$ cat config.mk
export PLATFORM = sky130hd
export DESIGN_NAME = hse_regs
export DESIGN_NICKNAME = d
export VERILOG_FILES = /design/src/hw/rtl/haas_stereo_enhancer_assert.svh /design/src/hw/rtl/hse_pkg.sv /design/src/hw/rtl/hse_regs.sv
export SDC_FILE = /design/constraint.sdc
export NUM_CORES = 1
export LEC_CHECK = 0
export BUFFER_PORTS_ARGS = -buffer_cell sky130_fd_sc_hd__buf_4
export CORE_ASPECT_RATIO = 1.5
export CORE_MARGIN = 2
export CORE_UTILIZATION = 48
export DETAILED_ROUTE_END_ITERATION = 8
export HOLD_SLACK_MARGIN = 0.08
export PLACE_DENSITY = 0.8
export SETUP_SLACK_MARGIN = 0.3
export SYNTH_ARGS = -nofsm -noshare
export SYNTH_HDL_FRONTEND = slang
export SYNTH_SLANG_ARGS = --single-unit
$ cat constraint.sdc
create_clock -name clk -period 1.7 [get_ports clk]
set_input_delay 0.17 -clock clk [delete_from_list [all_inputs] [get_ports clk]]
set_output_delay 0.17 -clock clk [all_outputs]
set_load 0.05 [all_outputs]
$ cat src/hw/rtl/haas_stereo_enhancer_assert.svh
// ----------------------------------------------------------------------------
// haas_stereo_enhancer_assert.svh
// Assertion macros shared by the stereo enhancer RTL.
// ----------------------------------------------------------------------------
`ifndef HAAS_STEREO_ENHANCER_ASSERT_SVH
`define HAAS_STEREO_ENHANCER_ASSERT_SVH

// same-cycle implication, sampled on clk, off during rst
`define HSE_ASSERT_IMP(lbl, ante, cons, msg) \
  lbl: assert property (@(posedge clk) disable iff (rst) (ante) |-> (cons)) else $error(msg);

// next-cycle implication, sampled on clk, off during rst
`define HSE_ASSERT_NEXT(lbl, ante, cons, msg) \
  lbl: assert property (@(posedge clk) disable iff (rst) (ante) |=> (cons)) else $error(msg);

`endif

$ cat src/hw/rtl/hse_pkg.sv
// ----------------------------------------------------------------------------
// hse_pkg
// Types, constants and helpers for the Haas stereo enhancer.
// ----------------------------------------------------------------------------
package hse_pkg;

  // delay store; depth is a power of two, indexes wrap by truncation
  localparam int STORE_DEPTH = 4096;
  localparam int ADDR_W      = $clog2(STORE_DEPTH);

  localparam int SAMPLE_W = 24;
  localparam int COEF_W   = 16;
  localparam int GAIN_W   = 16;
  localparam int DELAY_W  = 12;
  localparam int SAT_W    = 36;

  localparam int PADDR_W = 6;
  localparam int PDATA_W = 64;

  localparam logic [2:0] REG_MID_SOURCE  = 3'd0;
  localparam logic [2:0] REG_MID_INVERT  = 3'd1;
  localparam logic [2:0] REG_BYPASS_ON   = 3'd2;
  localparam logic [2:0] REG_TAP_DELAY_A = 3'd3;
  localparam logic [2:0] REG_TAP_DELAY_B = 3'd4;
  localparam logic [2:0] REG_GAIN_IN     = 3'd5;
  localparam logic [2:0] REG_GAIN_OUT    = 3'd6;
  localparam logic [2:0] REG_SIDE_COEFFS = 3'd7;

  localparam logic [1:0] MID_LEFT     = 2'd0;
  localparam logic [1:0] MID_RIGHT    = 2'd1;
  localparam logic [1:0] MID_HALF_SUM = 2'd2;
  localparam logic [1:0] MID_HALF_DIF = 2'd3;

  localparam logic [GAIN_W-1:0] GAIN_UNITY = 16'd4096;

  typedef logic signed [SAMPLE_W-1:0] sample_t;

  typedef struct packed {
    logic [1:0]          mid_source;
    logic                mid_invert;
    logic                bypass_on;
    logic [DELAY_W-1:0]  tap_delay_a;
    logic [DELAY_W-1:0]  tap_delay_b;
    logic [GAIN_W-1:0]   gain_in;
    logic [GAIN_W-1:0]   gain_out;
    logic [4*COEF_W-1:0] side_coeffs;
  } cfg_t;

  function automatic sample_t sat24(input logic signed [SAT_W-1:0] x);
    logic signed [SAT_W-1:0] hi;
    logic signed [SAT_W-1:0] lo;
    hi = SAT_W'(8388607);
    lo = -SAT_W'(8388608);
    if (x > hi) begin
      return sample_t'(hi);
    end else if (x < lo) begin
      return sample_t'(lo);
    end else begin
      return sample_t'(x);
    end
  endfunction

endpackage

$ cat src/hw/rtl/hse_regs.sv
// ----------------------------------------------------------------------------
// hse_regs
// APB register file holding the enhancer configuration.
// ----------------------------------------------------------------------------
module hse_regs (
  input  logic                        clk,
  input  logic                        rst,
  input  logic                        psel,
  input  logic                        penable,
  input  logic                        pwrite,
  input  logic [hse_pkg::PADDR_W-1:0] paddr,
  input  logic [hse_pkg::PDATA_W-1:0] pwdata,
  output logic [hse_pkg::PDATA_W-1:0] prdata,
  output logic                        pready,
  output hse_pkg::cfg_t               cfg
);

  logic [2:0] reg_index;
  logic       wr_en;

  assign reg_index = paddr[5:3];
  assign wr_en     = psel && penable && pwrite;
  assign pready    = 1'b1;

  always_ff @(posedge clk) begin
    if (rst) begin
      cfg.mid_source  <= hse_pkg::MID_HALF_SUM;
      cfg.mid_invert  <= 1'b0;
      cfg.bypass_on   <= 1'b0;
      cfg.tap_delay_a <= '0;
      cfg.tap_delay_b <= '0;
      cfg.gain_in     <= hse_pkg::GAIN_UNITY;
      cfg.gain_out    <= hse_pkg::GAIN_UNITY;
      cfg.side_coeffs <= '0;
    end else if (wr_en) begin
      unique case (reg_index)
        hse_pkg::REG_MID_SOURCE:  cfg.mid_source  <= pwdata[1:0];
        hse_pkg::REG_MID_INVERT:  cfg.mid_invert  <= pwdata[0];
        hse_pkg::REG_BYPASS_ON:   cfg.bypass_on   <= pwdata[0];
        hse_pkg::REG_TAP_DELAY_A: cfg.tap_delay_a <= pwdata[hse_pkg::DELAY_W-1:0];
        hse_pkg::REG_TAP_DELAY_B: cfg.tap_delay_b <= pwdata[hse_pkg::DELAY_W-1:0];
        hse_pkg::REG_GAIN_IN:     cfg.gain_in     <= pwdata[hse_pkg::GAIN_W-1:0];
        hse_pkg::REG_GAIN_OUT:    cfg.gain_out    <= pwdata[hse_pkg::GAIN_W-1:0];
        hse_pkg::REG_SIDE_COEFFS: cfg.side_coeffs <= pwdata[4*hse_pkg::COEF_W-1:0];
        default: ;
      endcase
    end
  end

  always_comb begin
    unique case (reg_index)
      hse_pkg::REG_MID_SOURCE:  prdata = hse_pkg::PDATA_W'(cfg.mid_source);
      hse_pkg::REG_MID_INVERT:  prdata = hse_pkg::PDATA_W'(cfg.mid_invert);
      hse_pkg::REG_BYPASS_ON:   prdata = hse_pkg::PDATA_W'(cfg.bypass_on);
      hse_pkg::REG_TAP_DELAY_A: prdata = hse_pkg::PDATA_W'(cfg.tap_delay_a);
      hse_pkg::REG_TAP_DELAY_B: prdata = hse_pkg::PDATA_W'(cfg.tap_delay_b);
      hse_pkg::REG_GAIN_IN:     prdata = hse_pkg::PDATA_W'(cfg.gain_in);
      hse_pkg::REG_GAIN_OUT:    prdata = hse_pkg::PDATA_W'(cfg.gain_out);
      hse_pkg::REG_SIDE_COEFFS: prdata = hse_pkg::PDATA_W'(cfg.side_coeffs);
      default:                  prdata = '0;
    endcase
  end

endmodule

[Word-level counts from Yosys, hierarchy flattened]
Index checks and enable logic that the tools add are counted.
Cells by class
  equality and inequality tests: 7
  reductions and logical operators: 11
  muxes and demuxes: 1
Operator list (number)
  one-hot mux 64 bit (8 select lines): 1
  AND reduction 2 bit: 8
  == test 3 bit (second input constant): 4
  == test 3 x 2 -> 1 bit (second input constant): 2
  == test 3 x 1 -> 1 bit (second input constant): 1
  zero test 3 bit: 1
  logical AND 1 bit: 2
Word-level totals
  word-level logic and storage cells: 27
  input bits: 75
  output and inout port bits: 189
  bits in registers: 124

[Longest topological paths before layout]
Gate-level depths: netlist (run 1).
  word-level depth: 3
  depth in mapped cells: 7
  depth with buffers taken out: 3

[Worst setup path after synthesis (run 1)]
Ideal clock, no wire load.
  path kind: register to output
  start: register cfg[123] in the netlist's numbering
  end: output prdata[1] in the netlist's numbering
  arrival time: 2.021 ns
  path slack: -0.491 ns
  path buffers: 0
  required time: 1.530 ns
  cell stages (with the launch flop): 4
  path through: dfxtp_1 -> nor3b_1 -> a31oi_1 -> o21ai_0
On the way
  word-level cells in the longest chain between the ends: 1
RTL lines
  from (decl): line hse_regs.sv:15  | output hse_pkg::cfg_t cfg
  one-hot mux 64 bit (8 select lines): line hse_regs.sv:51  | unique case (reg_index)
  to (decl): line hse_regs.sv:13  | output logic [hse_pkg::PDATA_W-1:0] prdata,
No other way between the ends.

[Worst setup path in the final report (run 1)]
  start: register cfg[108] in the netlist's numbering
  end: output prdata[0] in the netlist's numbering
Same word-level chain as after synthesis.

==> flow_summary.yaml, run 1 <==
floorplanning:
  num_rows: 51
  coreArea_mm2: 0.0129
  io_pins: 264
  fp.dieH_um: 144
  die_width_um: 97.5
  initial_core_util_pct: 48.8
  dieArea_mm2: 0.0141
cells_and_area:
  fin_util_pct: 80.6
  fin_cells: 1146
  syn2layout_area_growth_pct: 65.1
  final_layout_size_suffix_gt1_share_pct: 51.4
  fillers: 736
  largest_reg_flops: 124
  layout_commonest_cell: "buf_4"
  reg.largest.list: "cfg x124"
  register_area_mm2: 0.00256
  finalNetCount: 1049
  n_antenna_cell: 0
  layout_common_cells: "294 x buf_4, 185 x nand2b_1, 123 x mux2i_1"
  multi_input_area_mm2: 0.00393
  regMostFlops: "cfg"
drt:
  wl_mm: 20.6
  wl_met2_mm: 10.8
  postRouteAntennaNets: 0
  routedWlPerCell_um: 18.0
  highest_layer: "met4"
  viasPerCell: 5.13
  drt-met1-wl_mm: 7.70
  drc: 0
  wl_met3_mm: 1.36
  drt_iter0_drc: 184
  dr.pass1.iters: 4
  dr_total_vias: 5884
setup_path:
  crit_arrival_ns: 1.66
  path_cells: "mux4_2 > mux2_4 > buf_8"
  timing.rr.start: "cfg[76]"
  crit_start: "cfg[108]"
  crit_fanout: 2
  end_kind: "output port"
  start_kind: "flop"
  crit_type: "reg2out"
  crit_path_top_delay_cell: "mux4_2"
  cp.required_ns: 1.53
  slowest_delay_ns: 0.47
global_route:
  antenna_found_initial: 0
  grt_usage_pct: 27.8
  grt_pass1_vias: 6014
  grt_pass1_wl_mm: 31.4
  grt_max_degree: 73
  overflow: 0
flow_run:
  drv_cap: 0
sta:
  rsz0062_at_grt: "true"
  finClkSkew_ns: 0
  finalSetupViolCount: 1
  fin_ws_ns: -0.127
  drv_slew: 0
  finalCritPeriodShare_pct: 107
  fin_crit_ns: 1.83
  fmaxAchievable_mhz: 547
  slew-limit-headroom_pct: 61.6
  tightest_slew_ns: 0.576
  setup_tns_ns: -0.127
  hold_viol_final: 0
clock_tree:
  htree_levels: 4
  cts_tree: "yes"
  clk_pin_slew_worst_paths_ns: 0.06
  clk-insertion-delay-late_ns: 0.40
  clkSinkCount: 124
  cts_max_path_buffers: 2
  cts_root_buffer: "clkbuf_16"
  numCtsBuffers: 17
power_and_ir_drop:
  powerDensity_mw_per_mm2: 728
  vdd_drop_max_v: 0.000590
  cellLeakagePower_nw: 4.81
placement:
  placedCellCount: 1026
  hpwl_mm: 13.3
  place.gp.congestion: 0.805
  dpl_worst_slack_ns: 0.0748
  portBuffers: 259
outcome:
  outcome: "finished, violations left"
  violations: "negative setup slack"
synthesis:
  ys_seq_elements: 124
  yosysSeqAreaShare_pct: 39.4
  yosysWarnings: 0
  syn_area_per_cell_um2: 9.85
  synth_cells: 639
  synth_fp_nets: 714
  synth_cell_types: 32
  synth_area_mm2: 0.00629
worst_hold_path:
  hp-class: "in2reg"
  hp-start: "pwdata[13]"
[synthesized netlist by cell type, drive strengths merged]
| cell type | number | area, um2 |
|---|---|---|
| clkbuf | 30 | 114 |
| and2b | 1 | 7.51 |
| conb | 1 | 3.75 |
| nand2 | 27 | 106 |
| mux2i | 123 | 1230 |
| nor2b | 7 | 43.8 |
| and4 | 1 | 11.3 |
| a211o | 1 | 8.76 |
| and4b | 1 | 10.0 |
| nor3b | 1 | 7.51 |
| mux4 | 3 | 67.6 |
| nand3 | 2 | 15.0 |
| a31oi | 11 | 68.8 |
| nor2 | 4 | 15.0 |
| a22oi | 4 | 30.0 |
| nand2b | 185 | 1160 |
| mux2 | 25 | 282 |
| and2 | 49 | 307 |
| a21oi | 10 | 50.1 |
| and3 | 4 | 35.0 |
| dfxtp | 124 | 2480 |
| o21ai | 1 | 5.00 |
| buf | 24 | 235 |
[critical path: cells and delay by family, from the launching register on]
kind / cells / cell delay (ns)
buffers and inverters: 1 / 0.15
muxes: 2 / 0.76
DFF: 1 / 0.34
[per-layer routing]
layer,GRT usage [%],vias to the layer above
li1,-,2785
met4,13.6,0
met2,49.0,246
met1,30.2,2805
met3,8.60,48
met5,0,-
[logic make-up (layout without fill, tap and decap cells)]
kind of cell,after synthesis,after routing,synth area share [%]
and+or+nand+nor,282,282,27.3
muxes,151,151,25.1
DFF,124,124,39.4
buffers and inverters,54,402,5.55
AOI/OAI and AO/OA,27,27,2.58
other,1,1,0.0596
[power by group]
part / switching, W / total (W) / internal [W]
Sequential: 0.0000181 / 0.00295 / 0.00293
Combinational: 0.000471 / 0.000928 / 0.000458
Clock: 0.00147 / 0.00369 / 0.00222
Total: 0.00196 / 0.00756 / 0.00560
[path summary, 6_finish.rpt]
kind,to,slack [ns],cells after the start
setup / recovery,prdata[0],-0.13,3
hold / removal,cfg[13],0.10,3
setup reg to reg,cfg[76],0.84,4
hold reg to reg,cfg[96],0.48,2
[layout make-up]
type                    instances  area share [%]
clock buffers                  17            4.10
clock inverters                15            1.72
multi-input cells             461            37.8
flip-flops and latches        124            24.6
well taps                     159            1.92
repair buffers                370            29.8
[per-stage QoR]
step | total power (W) | hold slack (ns) | cell area, um2
floorplan | 0.00348 | 0.318 | 6600
global placement | 0.00373 | 0.438 | 8630
detailed placement | 0.00375 | 0.449 | 8630
CTS | 0.00759 | 0.0906 | 10300
global route | 0.00780 | 0.103 | 10400
finish | 0.00756 | 0.105 | 10400
[repair_timing]
action / in CTS / in global routing
setup buffers: 30 / 6
resized for setup: 73 / 13
gates cloned: 0 / 1
hold endpoints to repair: 55 / 0
hold buffers: 51 / 0
pin swaps: 15 / 4
endpoints found under the setup margin: 64 / 18
(Power assumes the default switching activity.)
==> run 2, diff against run 1 <==
==> constraint.sdc (replaced) <==
create_clock -name clk -period 1.7 [get_ports clk]
set_input_delay 0.34 -clock clk [delete_from_list [all_inputs] [get_ports clk]]
set_output_delay 0.34 -clock clk [all_outputs]
set_load 0.05 [all_outputs]
==> run 2 against run 1 <==
  * The run still ends with negative setup slack left
  * Highest routed layer unchanged
  * Setup slack got worse by 0.15 ns
  * Sequential power about the same
  * Clock skew unchanged
  * Register-to-register slack improved by 0.05 ns
  * Non-clock buffer count decreased by 9
  * Global-route usage increased by 3.6 points
==> flow_summary.yaml, run 2 (same netlist as run 1, synthesis figures left out) <==
outcome:
  outcome: "finished, violations left"
  violations: "negative setup slack"
drt:
  viasPerCell: 5.34
  wl_mm: 24.5
  dr.pass1.iters: 5
  drc: 0
  drt_iter0_drc: 229
  postRouteAntennaNets: 0
  routedWlPerCell_um: 21.6
  dr_total_vias: 6069
clock_tree:
  clk-insertion-delay-late_ns: 0.41
  clkSinkCount: 124
  numCtsBuffers: 17
  cts_root_buffer: "clkbuf_16"
  cts_tree: "yes"
  postCtsHoldBufs: 0
  clk_pin_slew_worst_paths_ns: 0.06
  cts_max_path_buffers: 2
  htree_levels: 4
sta:
  hold_viol_final: 0
  fin_ws_ns: -0.280
  fmaxAchievable_mhz: 505
  rsz0062_at_grt: "true"
  finalSetupViolCount: 63
  hold_slack_ns: 0.198
  fin_crit_ns: 1.98
  finClkSkew_ns: 0
  finalCritPeriodShare_pct: 116
  drv_slew: 0
placement:
  place.gp.congestion: 0.817
  place_area_mm2: 0.00894
  hpwl_mm: 14.1
  placedCellCount: 1044
  portBuffers: 259
  dpl_worst_slack_ns: -0.244
cells_and_area:
  n_antenna_cell: 0
  finalNetCount: 1040
  layout_commonest_cell: "buf_4"
  fillers: 655
  reg.largest.list: "cfg x124"
  syn2layout_area_growth_pct: 75.8
  layout_common_cells: "226 x buf_4, 185 x nand2b_1, 123 x mux2i_1"
  stdcell_area_mm2: 0.0111
  fin_cells: 1137
  largest_reg_flops: 124
  final_layout_size_suffix_gt1_share_pct: 59.6
  regMostFlops: "cfg"
  multi_input_area_mm2: 0.00405
  register_area_mm2: 0.00255
power_and_ir_drop:
  cellLeakagePower_nw: 5.07
  total_power_w: 0.00773
  vdd_drop_max_v: 0.000713
  powerDensity_mw_per_mm2: 698
floorplanning:
  dieArea_mm2: 0.0141
  io_pins: 264
  coreArea_mm2: 0.0129
  initial_core_util_pct: 48.8
  fp.dieH_um: 144
  die_width_um: 97.5
  num_rows: 51
global_route:
  use_met1_pct: 32.2
  grtUsageMet3_pct: 6.48
  met2_usage_pct: 59.3
  grt_pass1_vias: 6345
  grt_usage_pct: 31.4
  grt_pass1_wl_mm: 34.5
  antenna_found_initial: 0
  overflow: 0
  grt_max_degree: 46
  grt_most_used_layer: "met2"
setup_path:
  crit_fanout: 2
  ff2ff_path_depth: 2
  crit_type: "reg2out"
  start_kind: "flop"
  timing.rr.start: "cfg[38]"
  r2r_slack_ns: 0.89
  end_kind: "output port"
  r2r-end: "cfg[38]"
  cp.required_ns: 1.36
  crit_arrival_ns: 1.64
worst_hold_path:
  hp-start: "pwdata[51]"
  min_to: "cfg[51]"
  hold_path_depth: 3
  hp-class: "in2reg"
flow_run:
  drv_cap: 0
## run 2: cell types whose count changed in the layout (fill, tap and decap cells not counted), sizes merged
cell,before,now
bufinv,2,4
inv,8,0
buf,318,358
clkinv,1,5
clkbuf,18,23
dlygate4sd3,51,0
clkinvlp,4,3
## run 2: area by class of cell
class	instances	area share, %
Clock buffer	20	3.95
Clock inverter	12	1.55
Multi-Input combinational cell	461	36.6
Sequential cell	124	23.1
Tap cell	159	1.80
Timing Repair Buffer	361	33.0
## run 2: where the power goes
part           internal [W]  switching [W]  total [W]
registers           0.00293      0.0000198    0.00295
logic              0.000478       0.000507   0.000985
clock network       0.00244        0.00135    0.00379
## run 2: per-stage QoR
step | setup TNS (ns) | utilization (%)
finish | -3.00 | 85.8
global route | -4.54 | 85.8
CTS | -2.94 | 83.7
detailed placement | -16.74 | 69.4
global placement | -14.91 | 69.4
floorplan | 0 | -
## run 2: what timing repair did
action,in CTS,in global routing
setup buffers,48,5
gates resized for setup,215,43
endpoints found under the setup margin,66,98
pin swaps,28,7
gates cloned,5,3
## run 2: critical path, stage by stage (launching register included)
cell     delay [ns]
dfxtp_2        0.32
mux4_2         0.47
mux2_4         0.28
buf_8          0.15
## run 2: how the worst max path moves through the flow
stage	from	to	slack (ns)	cells after the start
2_1_floorplan	paddr[4]	prdata[11]	0.02	6
3_3_place_gp	paddr[4]	prdata[5]	-0.25	6
5_1_grt	cfg[0]	prdata[0]	-0.30	3
6_report	cfg[0]	prdata[0]	-0.28	3
4_1_cts	cfg[120]	prdata[0]	-0.27	3
3_5_place_dp	paddr[4]	prdata[5]	-0.24	6
## run 2: metal layers
layer,vias to the layer above,wire [um]
met5,-,0
met4,0,1330
met3,88,1530
met2,305,13100
met1,2921,8570
li1,2755,-
